===== config.mk =====
export PLATFORM = sky130hd
export DESIGN_NAME = relay_pulse_and_input_watch_timer_flat
export DESIGN_NICKNAME = d
export VERILOG_FILES = /design/src/sv/rpw_pkg.sv /design/src/sv/rpw_if.sv /design/src/sv/relay_pulse_and_input_watch_timer.sv /design/src/flat_wrapper.sv
export SDC_FILE = /design/constraint.sdc
export NUM_CORES = 1
export LEC_CHECK = 0
export ABC_AREA = 0
export ABC_CLOCK_PERIOD_IN_PS = 5400
export BUFFER_PORTS_ARGS = -buffer_cell sky130_fd_sc_hd__buf_2
export CORE_MARGIN = 5
export CORE_UTILIZATION = 28
export CTS_CLUSTER_SIZE = 20
export DETAILED_ROUTE_END_ITERATION = 8
export GPL_TIMING_DRIVEN = 0
export RECOVER_POWER = 100
export SYNTH_ARGS = -nofsm -noshare
export SYNTH_HDL_FRONTEND = slang
export SYNTH_SLANG_ARGS = --single-unit

===== constraint.sdc =====
create_clock -name clk -period 5.4 [get_ports clk]
set_clock_uncertainty 0.2 [all_clocks]
set_input_delay 0.81 -clock clk [delete_from_list [all_inputs] [get_ports clk]]
set_output_delay 0.81 -clock clk [all_outputs]
set_load 0.01 [all_outputs]

===== src/sv/rpw_pkg.sv =====
// ----------------------------------------------------------------------------
// Relay pulse and input watch timer package
// Shared widths, reload constants, opcodes and register indexes.
// ----------------------------------------------------------------------------
package rpw_pkg;

  localparam int RELAY_COUNT_DEF = 5;
  localparam int COUNT_WIDTH_DEF = 16;

  localparam int OP_W    = 3;
  localparam int IDX_W   = 3;
  localparam int ARG_W   = 16;
  localparam int INP_W   = 5;
  localparam int LEVEL_W = 5;
  localparam int WD_W    = 16;
  localparam int DB_W    = 8;
  localparam int TENTH_W = 4;
  localparam int HALF_W  = 3;
  localparam int SEC_W   = 2;

  localparam int CFG_ADDR_W = 4;
  localparam int CFG_DATA_W = 32;

  localparam logic [TENTH_W-1:0] TENTH_RELOAD = 4'd12;
  localparam logic [TENTH_W-1:0] TENTH_RESET  = 4'd5;
  localparam logic [HALF_W-1:0]  HALF_RELOAD  = 3'd5;
  localparam logic [SEC_W-1:0]   SEC_RELOAD   = 2'd2;

  localparam logic [WD_W-1:0] WD_RELOAD_RESET = 16'd600;
  localparam logic [DB_W-1:0] DB_TICKS_RESET  = 8'd5;

  typedef enum logic [OP_W-1:0] {
    OP_TICK   = 3'd0,
    OP_PULSE  = 3'd1,
    OP_SET    = 3'd2,
    OP_WD_LD  = 3'd3,
    OP_SAMPLE = 3'd4
  } op_t;

  typedef enum logic [1:0] {
    REG_WD_RELOAD = 2'd0,
    REG_WD_ENABLE = 2'd1,
    REG_DB_TICKS  = 2'd2
  } cfg_reg_t;

endpackage


===== src/sv/rpw_if.sv =====
// ----------------------------------------------------------------------------
// Relay pulse and input watch timer channels
// Valid/ready channels for command words and result words.
// ----------------------------------------------------------------------------
interface rpw_in_if;
  logic                          valid;
  logic                          ready;
  logic [rpw_pkg::OP_W-1:0]      opcode;
  logic [rpw_pkg::IDX_W-1:0]     relay_index;
  logic [rpw_pkg::ARG_W-1:0]     argument;
  logic [rpw_pkg::INP_W-1:0]     input_bits;

  modport source (output valid, output opcode, output relay_index, output argument,
                  output input_bits, input ready);
  modport sink (input valid, input opcode, input relay_index, input argument,
                input input_bits, output ready);
endinterface

interface rpw_out_if;
  logic                          valid;
  logic                          ready;
  logic [rpw_pkg::LEVEL_W-1:0]   relay_levels;
  logic                          module_reset;
  logic                          led_level;
  logic                          report_valid;
  logic [rpw_pkg::INP_W-1:0]     report_inputs;

  modport source (output valid, output relay_levels, output module_reset,
                  output led_level, output report_valid, output report_inputs,
                  input ready);
  modport sink (input valid, input relay_levels, input module_reset, input led_level,
                input report_valid, input report_inputs, output ready);
endinterface


===== src/sv/relay_pulse_and_input_watch_timer.sv =====
// ----------------------------------------------------------------------------
// Relay pulse and input watch timer
// Relay pulse timers, link watchdog, heartbeat LED and debounced input watch.
// ----------------------------------------------------------------------------
// Each command word passes an input register and is then applied to the
// timer state, landing in a result register, so the block takes one word
// per clock while results are taken; each result is offered from the result
// register. While a finished result waits on the output, one more command
// is taken into the input register and the input then stalls until the
// result is taken. Configuration is on an APB-style port at byte addresses
// 0, 4 and 8 and takes effect on the next command.
module relay_pulse_and_input_watch_timer #(
  parameter int RELAY_COUNT = rpw_pkg::RELAY_COUNT_DEF,
  parameter int COUNT_WIDTH = rpw_pkg::COUNT_WIDTH_DEF
) (
  input  logic                            clk,
  input  logic                            rst_n,
  rpw_in_if.sink                          in_word,
  rpw_out_if.source                       out_word,
  input  logic                            psel,
  input  logic                            penable,
  input  logic                            pwrite,
  input  logic [rpw_pkg::CFG_ADDR_W-1:0]  paddr,
  input  logic [rpw_pkg::CFG_DATA_W-1:0]  pwdata,
  output logic [rpw_pkg::CFG_DATA_W-1:0]  prdata,
  output logic                            pready
);

  localparam int LVL_EXT_W = (RELAY_COUNT > rpw_pkg::LEVEL_W) ? RELAY_COUNT
                                                              : rpw_pkg::LEVEL_W;

  logic [rpw_pkg::WD_W-1:0] wd_reload_r;
  logic                     wd_enable_r;
  logic [rpw_pkg::DB_W-1:0] db_ticks_r;
  logic                     cfg_wr;
  rpw_pkg::cfg_reg_t        cfg_sel;

  logic                        s1_v_r;
  logic [rpw_pkg::OP_W-1:0]    s1_op_r;
  logic [rpw_pkg::IDX_W-1:0]   s1_idx_r;
  logic [rpw_pkg::ARG_W-1:0]   s1_arg_r;
  logic [rpw_pkg::INP_W-1:0]   s1_inp_r;
  logic                        adv;
  logic                        in_acc;

  logic [COUNT_WIDTH-1:0]      rc_r   [RELAY_COUNT];
  logic [COUNT_WIDTH-1:0]      rc_nxt [RELAY_COUNT];
  logic [RELAY_COUNT-1:0]      rly_armed_r, rly_armed_nxt;
  logic [RELAY_COUNT-1:0]      rly_drive_r, rly_drive_nxt;
  logic [rpw_pkg::WD_W-1:0]    wd_count_r, wd_count_nxt;
  logic [rpw_pkg::DB_W-1:0]    db_count_r, db_count_nxt;
  logic                        db_armed_r, db_armed_nxt;
  logic                        db_done_r, db_done_nxt;
  logic                        waiting_r, waiting_nxt;
  logic [rpw_pkg::INP_W-1:0]   stored_r, stored_nxt;
  logic [rpw_pkg::TENTH_W-1:0] tenth_r, tenth_nxt;
  logic [rpw_pkg::HALF_W-1:0]  half_r, half_nxt;
  logic [rpw_pkg::SEC_W-1:0]   sec_r, sec_nxt;
  logic                        led_r, led_nxt;
  logic                        fired;
  logic                        report;
  logic [rpw_pkg::INP_W-1:0]   reported;
  logic [LVL_EXT_W-1:0]        lvl_ext;

  logic                        out_v_r;
  logic [rpw_pkg::LEVEL_W-1:0] out_levels_r;
  logic                        out_mreset_r;
  logic                        out_led_r;
  logic                        out_rep_v_r;
  logic [rpw_pkg::INP_W-1:0]   out_rep_r;

  // Configuration port.
  assign pready  = 1'b1;
  assign cfg_sel = rpw_pkg::cfg_reg_t'(paddr[3:2]);
  assign cfg_wr  = psel && penable && pwrite;

  always_ff @(posedge clk) begin
    if (!rst_n) begin
      wd_reload_r <= rpw_pkg::WD_RELOAD_RESET;
      wd_enable_r <= 1'b1;
      db_ticks_r  <= rpw_pkg::DB_TICKS_RESET;
    end else if (cfg_wr) begin
      unique case (cfg_sel)
        rpw_pkg::REG_WD_RELOAD: wd_reload_r <= pwdata[rpw_pkg::WD_W-1:0];
        rpw_pkg::REG_WD_ENABLE: wd_enable_r <= pwdata[0];
        rpw_pkg::REG_DB_TICKS:  db_ticks_r  <= pwdata[rpw_pkg::DB_W-1:0];
        default: ;
      endcase
    end
  end

  always_comb begin
    unique case (cfg_sel)
      rpw_pkg::REG_WD_RELOAD: prdata = rpw_pkg::CFG_DATA_W'(wd_reload_r);
      rpw_pkg::REG_WD_ENABLE: prdata = rpw_pkg::CFG_DATA_W'(wd_enable_r);
      rpw_pkg::REG_DB_TICKS:  prdata = rpw_pkg::CFG_DATA_W'(db_ticks_r);
      default:                prdata = '0;
    endcase
  end

  // Handshake: the input register drains into the result register.
  assign adv           = s1_v_r && (!out_v_r || out_word.ready);
  assign in_word.ready = !s1_v_r || adv;
  assign in_acc        = in_word.valid && in_word.ready;

  always_ff @(posedge clk) begin
    if (!rst_n) begin
      s1_v_r <= 1'b0;
    end else if (in_word.ready) begin
      s1_v_r <= in_word.valid;
    end
  end

  always_ff @(posedge clk) begin
    if (in_acc) begin
      s1_op_r  <= in_word.opcode;
      s1_idx_r <= in_word.relay_index;
      s1_arg_r <= in_word.argument;
      s1_inp_r <= in_word.input_bits;
    end
  end

  // Next state for one command word.
  always_comb begin
    rc_nxt        = rc_r;
    rly_armed_nxt = rly_armed_r;
    rly_drive_nxt = rly_drive_r;
    wd_count_nxt  = wd_count_r;
    db_count_nxt  = db_count_r;
    db_armed_nxt  = db_armed_r;
    db_done_nxt   = db_done_r;
    waiting_nxt   = waiting_r;
    stored_nxt    = stored_r;
    tenth_nxt     = tenth_r;
    half_nxt      = half_r;
    sec_nxt       = sec_r;
    led_nxt       = led_r;
    fired         = 1'b0;
    report        = 1'b0;
    reported      = '0;
    unique case (rpw_pkg::op_t'(s1_op_r))
      rpw_pkg::OP_TICK: begin
        db_count_nxt = db_count_r - 1'b1;
        if (db_count_nxt == '0 && db_armed_r) begin
          db_done_nxt  = 1'b1;
          db_armed_nxt = 1'b0;
        end
        tenth_nxt = tenth_r - 1'b1;
        if (tenth_nxt == '0) begin
          tenth_nxt = rpw_pkg::TENTH_RELOAD;
          for (int i = 0; i < RELAY_COUNT; i++) begin
            rc_nxt[i] = rc_r[i] - 1'b1;
            if (rc_nxt[i] == '0 && rly_armed_r[i]) begin
              rly_drive_nxt[i] = 1'b0;
              rly_armed_nxt[i] = 1'b0;
            end
          end
          wd_count_nxt = wd_count_r - 1'b1;
          if (wd_count_nxt == '0 && wd_enable_r) begin
            fired        = 1'b1;
            wd_count_nxt = wd_reload_r;
          end
          half_nxt = half_r - 1'b1;
          if (half_nxt == '0) begin
            half_nxt = rpw_pkg::HALF_RELOAD;
            sec_nxt  = sec_r - 1'b1;
            if (sec_nxt == '0) begin
              sec_nxt = rpw_pkg::SEC_RELOAD;
              led_nxt = !led_r;
            end
          end
        end
      end
      rpw_pkg::OP_PULSE: begin
        for (int i = 0; i < RELAY_COUNT; i++) begin
          if (int'(s1_idx_r) == i + 1) begin
            rly_drive_nxt[i] = 1'b1;
            rly_armed_nxt[i] = 1'b1;
            rc_nxt[i]        = COUNT_WIDTH'(s1_arg_r);
          end
        end
      end
      rpw_pkg::OP_SET: begin
        for (int i = 0; i < RELAY_COUNT; i++) begin
          if (int'(s1_idx_r) == i + 1) begin
            rly_drive_nxt[i] = s1_arg_r[0];
          end
        end
      end
      rpw_pkg::OP_WD_LD: begin
        wd_count_nxt = s1_arg_r;
      end
      rpw_pkg::OP_SAMPLE: begin
        if (!waiting_r) begin
          if (stored_r != s1_inp_r) begin
            db_count_nxt = db_ticks_r;
            db_armed_nxt = 1'b1;
            db_done_nxt  = 1'b0;
            waiting_nxt  = 1'b1;
          end
        end else if (db_done_r) begin
          db_done_nxt = 1'b0;
          waiting_nxt = 1'b0;
          if (stored_r != s1_inp_r) begin
            stored_nxt = s1_inp_r;
            report     = 1'b1;
            reported   = s1_inp_r;
          end
        end
      end
      default: ;
    endcase
    lvl_ext = LVL_EXT_W'(rly_drive_nxt);
  end

  always_ff @(posedge clk) begin
    if (!rst_n) begin
      for (int i = 0; i < RELAY_COUNT; i++) begin
        rc_r[i] <= '0;
      end
      rly_armed_r <= '0;
      rly_drive_r <= '0;
      wd_count_r  <= rpw_pkg::WD_RELOAD_RESET;
      db_count_r  <= '0;
      db_armed_r  <= 1'b0;
      db_done_r   <= 1'b0;
      waiting_r   <= 1'b0;
      stored_r    <= '0;
      tenth_r     <= rpw_pkg::TENTH_RESET;
      half_r      <= rpw_pkg::HALF_RELOAD;
      sec_r       <= rpw_pkg::SEC_RELOAD;
      led_r       <= 1'b0;
    end else if (adv) begin
      rc_r        <= rc_nxt;
      rly_armed_r <= rly_armed_nxt;
      rly_drive_r <= rly_drive_nxt;
      wd_count_r  <= wd_count_nxt;
      db_count_r  <= db_count_nxt;
      db_armed_r  <= db_armed_nxt;
      db_done_r   <= db_done_nxt;
      waiting_r   <= waiting_nxt;
      stored_r    <= stored_nxt;
      tenth_r     <= tenth_nxt;
      half_r      <= half_nxt;
      sec_r       <= sec_nxt;
      led_r       <= led_nxt;
    end
  end

  // Result register.
  always_ff @(posedge clk) begin
    if (!rst_n) begin
      out_v_r <= 1'b0;
    end else if (adv) begin
      out_v_r <= 1'b1;
    end else if (out_word.ready) begin
      out_v_r <= 1'b0;
    end
  end

  always_ff @(posedge clk) begin
    if (adv) begin
      out_levels_r <= lvl_ext[rpw_pkg::LEVEL_W-1:0];
      out_mreset_r <= fired;
      out_led_r    <= led_nxt;
      out_rep_v_r  <= report;
      out_rep_r    <= reported;
    end
  end

  assign out_word.valid         = out_v_r;
  assign out_word.relay_levels  = out_levels_r;
  assign out_word.module_reset  = out_mreset_r;
  assign out_word.led_level     = out_led_r;
  assign out_word.report_valid  = out_rep_v_r;
  assign out_word.report_inputs = out_rep_r;

`ifndef SYNTH
  a_idle_debounce: assert property (@(posedge clk) disable iff (!rst_n)
    !waiting_r |-> (!db_done_r && !db_armed_r))
    else $error("debounce armed or done outside the waiting state");

  a_wd_reload: assert property (@(posedge clk) disable iff (!rst_n)
    (adv && fired) |=> (wd_count_r == $past(wd_reload_r)))
    else $error("watchdog not reloaded after expiry");

  a_fire_enabled: assert property (@(posedge clk) disable iff (!rst_n)
    (adv && fired) |-> wd_enable_r)
    else $error("watchdog fired while disabled");

  a_advance_result: assert property (@(posedge clk) disable iff (!rst_n)
    adv |=> out_v_r)
    else $error("advanced word did not reach the result register");

  a_report_clean: assert property (@(posedge clk) disable iff (!rst_n)
    (adv && !report) |=> (out_rep_r == '0))
    else $error("report inputs nonzero without a report");
`endif

endmodule

===== src/flat_wrapper.sv =====
// flat-port wrapper written by rule: the top's interface ports become plain ports
module relay_pulse_and_input_watch_timer_flat 
#(
  parameter int RELAY_COUNT = rpw_pkg::RELAY_COUNT_DEF,
  parameter int COUNT_WIDTH = rpw_pkg::COUNT_WIDTH_DEF
)
  (clk, rst_n, psel, penable, pwrite, paddr, pwdata, prdata, pready, in_word_valid, in_word_opcode, in_word_relay_index, in_word_argument, in_word_input_bits, in_word_ready, out_word_valid, out_word_relay_levels, out_word_module_reset, out_word_led_level, out_word_report_valid, out_word_report_inputs, out_word_ready);
  rpw_in_if in_word_i ();
  rpw_out_if out_word_i ();
  input  logic clk;
  input  logic rst_n;
  input  logic psel;
  input  logic penable;
  input  logic pwrite;
  input  logic [rpw_pkg::CFG_ADDR_W-1:0] paddr;
  input  logic [rpw_pkg::CFG_DATA_W-1:0] pwdata;
  output logic [rpw_pkg::CFG_DATA_W-1:0] prdata;
  output logic pready;
  input wire logic [$bits(in_word_i.valid)-1:0] in_word_valid;
  input wire logic [$bits(in_word_i.opcode)-1:0] in_word_opcode;
  input wire logic [$bits(in_word_i.relay_index)-1:0] in_word_relay_index;
  input wire logic [$bits(in_word_i.argument)-1:0] in_word_argument;
  input wire logic [$bits(in_word_i.input_bits)-1:0] in_word_input_bits;
  output wire logic [$bits(in_word_i.ready)-1:0] in_word_ready;
  output wire logic [$bits(out_word_i.valid)-1:0] out_word_valid;
  output wire logic [$bits(out_word_i.relay_levels)-1:0] out_word_relay_levels;
  output wire logic [$bits(out_word_i.module_reset)-1:0] out_word_module_reset;
  output wire logic [$bits(out_word_i.led_level)-1:0] out_word_led_level;
  output wire logic [$bits(out_word_i.report_valid)-1:0] out_word_report_valid;
  output wire logic [$bits(out_word_i.report_inputs)-1:0] out_word_report_inputs;
  input wire logic [$bits(out_word_i.ready)-1:0] out_word_ready;
  assign in_word_i.valid = in_word_valid;
  assign in_word_i.opcode = in_word_opcode;
  assign in_word_i.relay_index = in_word_relay_index;
  assign in_word_i.argument = in_word_argument;
  assign in_word_i.input_bits = in_word_input_bits;
  assign in_word_ready = in_word_i.ready;
  assign out_word_valid = out_word_i.valid;
  assign out_word_relay_levels = out_word_i.relay_levels;
  assign out_word_module_reset = out_word_i.module_reset;
  assign out_word_led_level = out_word_i.led_level;
  assign out_word_report_valid = out_word_i.report_valid;
  assign out_word_report_inputs = out_word_i.report_inputs;
  assign out_word_i.ready = out_word_ready;
  relay_pulse_and_input_watch_timer #(.RELAY_COUNT(RELAY_COUNT), .COUNT_WIDTH(COUNT_WIDTH)) u_core (.clk(clk), .rst_n(rst_n), .in_word(in_word_i), .out_word(out_word_i), .psel(psel), .penable(penable), .pwrite(pwrite), .paddr(paddr), .pwdata(pwdata), .prdata(prdata), .pready(pready));
endmodule

==> results.md <==
- The cell area that synthesis handed to floorplanning was 11600 sq um.
- The number of antenna diodes in the final layout is 0.
- The number of buffers inserted for hold repair after clock tree synthesis is 0.
- The critical path's most frequent cell is sky130_fd_sc_hd__clkbuf_1.
- The worst reg-to-reg path cell count is 9.
- Dividing the detail-routed wire length by the instance count gives 20.07 um.
- The synthesized instance count is 1483.
- The number of global-route vias before repair is 11033.
- The flip-flop and latch count after synthesis is 199.
- The effective utilization at floorplan is 28.35%.
- The total global routing overflow is 0.
- sky130_fd_sc_hd__dfxtp_1 takes more of the synthesized area than any other cell.
- The placer's final routability congestion estimate is 0.9525.
- The level count of the clock H-tree is 4.
- The fraction of final layout cells sized beyond drive strength 1 is 8.318%.
- The hold violation total from the final report was 0.
- The post-synthesis sequential area ratio is 37.79%.
- 118 I/O pins were placed.
- Once the clock tree was built, the resizer swapped 0 gates to a different size.
- Once detail routing completed, the nets flagged for antenna violations numbered 0.
- Setup slack on the critical path of the routed design comes to 1.169 ns.
- Dividing the synthesized area by the synthesized cell count gives 7.823 sq um.
- For this block, the via count after detailed routing is 11868.
- The number of max-slew violations in the final report came to 28.
- The number of remaining DRC errors is 0.
- The leakage power of the design is 4.849 nW.
- By area the synthesized netlist is led by sky130_fd_sc_hd__dfxtp_1 27%, sky130_fd_sc_hd__edfxtp_1 10%, sky130_fd_sc_hd__nand2_1 6.2%.
- Setup violations remaining at the end of the flow were counted as 0.
- Counting the fill cells in the layout gives 4387.
- The initial antenna violation count is 1.
- In this run the worst hold path is classified as reg -> reg.
- The area of the die is 45600 sq um.
- Data on the critical path arrives at its endpoint at 4.42 ns.
- Setup repair after global routing left no endpoint under its margin.
- The worst path in the final design needs a cycle of 4.231 ns, including I/O delays and setup.
- Counting flops with an async set or reset pin after synthesis yields a share of 0%.
- The worst slew margin relative to its limit is -38.92%.
- Along the worst hold path, the cell count comes to 2.
- The TritonCTS sink count is 199.
- Counting both buffers and inverters, the worst setup path holds a total of 3.
- In this run, synthesis inferred 40 flip-flops with an integrated enable.
- The ratio of routed vias to standard cells is 5.538.
- The flow ran to the end, but the final reports show violations.
- The HPWL after detailed placement is 31520 um.
- The type of origin of the critical path is a flop.
- The timing-limited maximum frequency is 236.3 MHz.
- The largest single stage delay on the critical path is 0.95 ns.
- The core region is 40920 sq um.
- The setup path with the least slack is of type reg -> reg.
- After clock tree synthesis, the setup repair step added 0 buffers.
- The worst voltage drop across the vdd grid is 0.0002277 V.
- The DRC marker count from the first detailed-route iteration is 1325.
- Among all stages on the critical path, the largest delay is contributed by sky130_fd_sc_hd__nor3_1.
- In this run the tool buffered the top-level ports with 81 buffer cells.
- The critical path depth is 9.
- sky130_fd_sc_hd__nand2_1 is the most common cell in the netlist.
- The floorplan row count is 74.
- Entering global routing, the biggest net connects 28 pins.
- The cell family contributing the most delay on the critical path is simple AND/OR/NAND/NOR gates.
- The count of distinct cell types in the synthesized netlist is 80.
- Counting the buffers created by CTS gives 17.
- The category of the worst setup path capture point is a flop.
- The tool flagged a number of max-cap violations equal to 1.
- The combined global-route utilization of all metal layers is 18.48%.
- Counting along the longest clock path gives a buffer depth of 2.
- The clock slew seen by the registers of the worst setup and hold paths is 0.09 ns.
- For the worst-skew pair, the clock arrives at the later sink with an insertion delay of 0.46 ns.
- The pre-CTS setup slack is 1.520 ns.
- The first-pass GRT wire length is 65630 um.
- The first-pass detailed-route iteration total is 6.
- Of the available clock period, the critical path in the final layout requires 78.36%.
- After the last flow step, the layout net total stands at 1686.
- The areal power density over the cells is 246.0 nW/um^2.
- The area share of the largest cell type after synthesis is 27.44%.
- The total power of the final layout is 3.262 mW.
- The primary flip-flop cell chosen by synthesis mapping is sky130_fd_sc_hd__dfxtp_1.
- On the final layout, the worst hold slack is 0.2730 ns.
- The final reports fail on max-capacitance violations, max-slew violations.
- The number of warnings reported in the yosys synthesis log is 0.
- STA puts the critical path data required time at 5.58 ns.
- The TritonCTS clock tree is done.
- Summed over all failing endpoints, the final setup total negative slack is 0 ns.
- For the pin with the worst max-slew slack, the measured transition is 2.083 ns.
- The area growth from synthesis to layout is 14.28%.
- The die height is 213.6 um.
- The root buffer cell is sky130_fd_sc_hd__clkbuf_16.
- In the synthesized netlist, the cells that appear most often are 191 x sky130_fd_sc_hd__nand2_1, 169 x sky130_fd_sc_hd__nor2_1, 159 x sky130_fd_sc_hd__dfxtp_1.
- The highest fanout seen on the critical path is 10.
- Traced cell by cell, the critical path runs through clkbuf_1 > nor3_1 > nand3_1 > or3_1 > clkbuf_1 > nand2_1 > clkbuf_1 > nand2_1 > o211ai_1.
- The total routed wirelength is 43000 um.
- The horizontal die dimension is 213.6 um.
logic make-up (layout without fill, tap and decap cells):
| logic type | Yosys count | in the layout | synth area share [%] |
|---|---|---|---|
| AOI/OAI and AO/OA | 420 | 420 | 23.46 |
| and+or+nand+nor | 637 | 637 | 26.80 |
| muxes | 18 | 18 | 1.553 |
| DFF | 199 | 199 | 37.79 |
| buffers and inverters | 154 | 267 | 5.748 |
| adders and majority gates | 18 | 18 | 1.941 |
| xor gates and xnor gates | 35 | 35 | 2.642 |
| other | 2 | 17 | 0.06474 |
cells in the final DEF, fill, tap and decap left out, drive strengths merged, types with 25 or more instances in the layout:
| master | Yosys | final |
|---|---|---|
| a21boi | 25 | 25 |
| a21oi | 105 | 105 |
| and2 | 28 | 28 |
| buf | 33 | 78 |
| clkbuf | 86 | 139 |
| dfxtp | 159 | 159 |
| edfxtp | 40 | 40 |
| inv | 34 | 40 |
| nand2 | 191 | 191 |
| nand3 | 57 | 57 |
| nor2 | 169 | 169 |
| nor3 | 48 | 48 |
| nor4 | 29 | 29 |
| o21ai | 109 | 109 |
sequential cells by signal, summed over array words and instances, names as in the netlist, 5 cells and up:
register                       cells
u_core.wd_count_r                 16
u_core.db_count_r                  8
u_core.out_word.report_inputs      5
u_core.stored_r                    5
u_core.s1_inp_r                    5
u_core.rly_drive_r                 5
u_core.s1_arg_r                   16
u_core.db_ticks_r                  8
u_core.out_word.relay_levels       5
u_core.rly_armed_r                 5
u_core.wd_reload_r                16
u_core.rc_r                       80
layer usage:
metal,part of all wire (%),routed length [um],GRT usage (%)
met5,0.019,8,0
met4,4.6,1958,8.224
met2,46,19840,30.21
met3,8.2,3536,3.102
met1,41,17660,24.09
worst min-delay path, delay by kind of cell (launching register included):
family	cells	cell delay (ns)
simple gates	1	0.06
flops	1	0.33
compound gates	1	0.05
area by class of cell:
type / instances / area, sq um / share of cell area [%]
Timing Repair Buffer: 81 / 367.9 / 2.775
Clock buffer: 17 / 425.4 / 3.209
Inverter: 35 / 131.4 / 0.9909
Multi-Input combinational cell: 1145 / 6573 / 49.58
Buffer: 119 / 534.3 / 4.030
Sequential cell: 199 / 4384 / 33.07
Tap cell: 532 / 665.6 / 5.021
Clock inverter: 15 / 176.4 / 1.331
final timing paths:
kind / from / endpoint / slack [ns]
max: u_core.s1_op_r[1] / u_core.wd_count_r[4] / 1.17
min: u_core.rc_r[63] / u_core.rc_r[63] / 0.27
max reg2reg: u_core.s1_op_r[1] / u_core.wd_count_r[4] / 1.17
min reg2reg: u_core.rc_r[63] / u_core.rc_r[63] / 0.27
stage by stage:
| stage | utilization [%] | area (sq um) | cells |
|---|---|---|---|
| global placement | 31.10 | 12730 | 2111 |
| CTS | 32.57 | 13330 | 2143 |
| floorplan | - | 11660 | 1498 |
| detailed placement | 31.10 | 12730 | 2111 |
| global route | 32.40 | 13260 | 2143 |
| finish | 32.40 | 13260 | 2143 |
power by group:
part           switching (mW)  internal, mW  leakage (nW)  total [mW]
clock                   0.695         0.627         0.292        1.32
combinational           0.244         0.116          2.88       0.360
sequential             0.0340          1.55          1.67        1.58
Note: power is estimated with default switching activity, not from simulation.
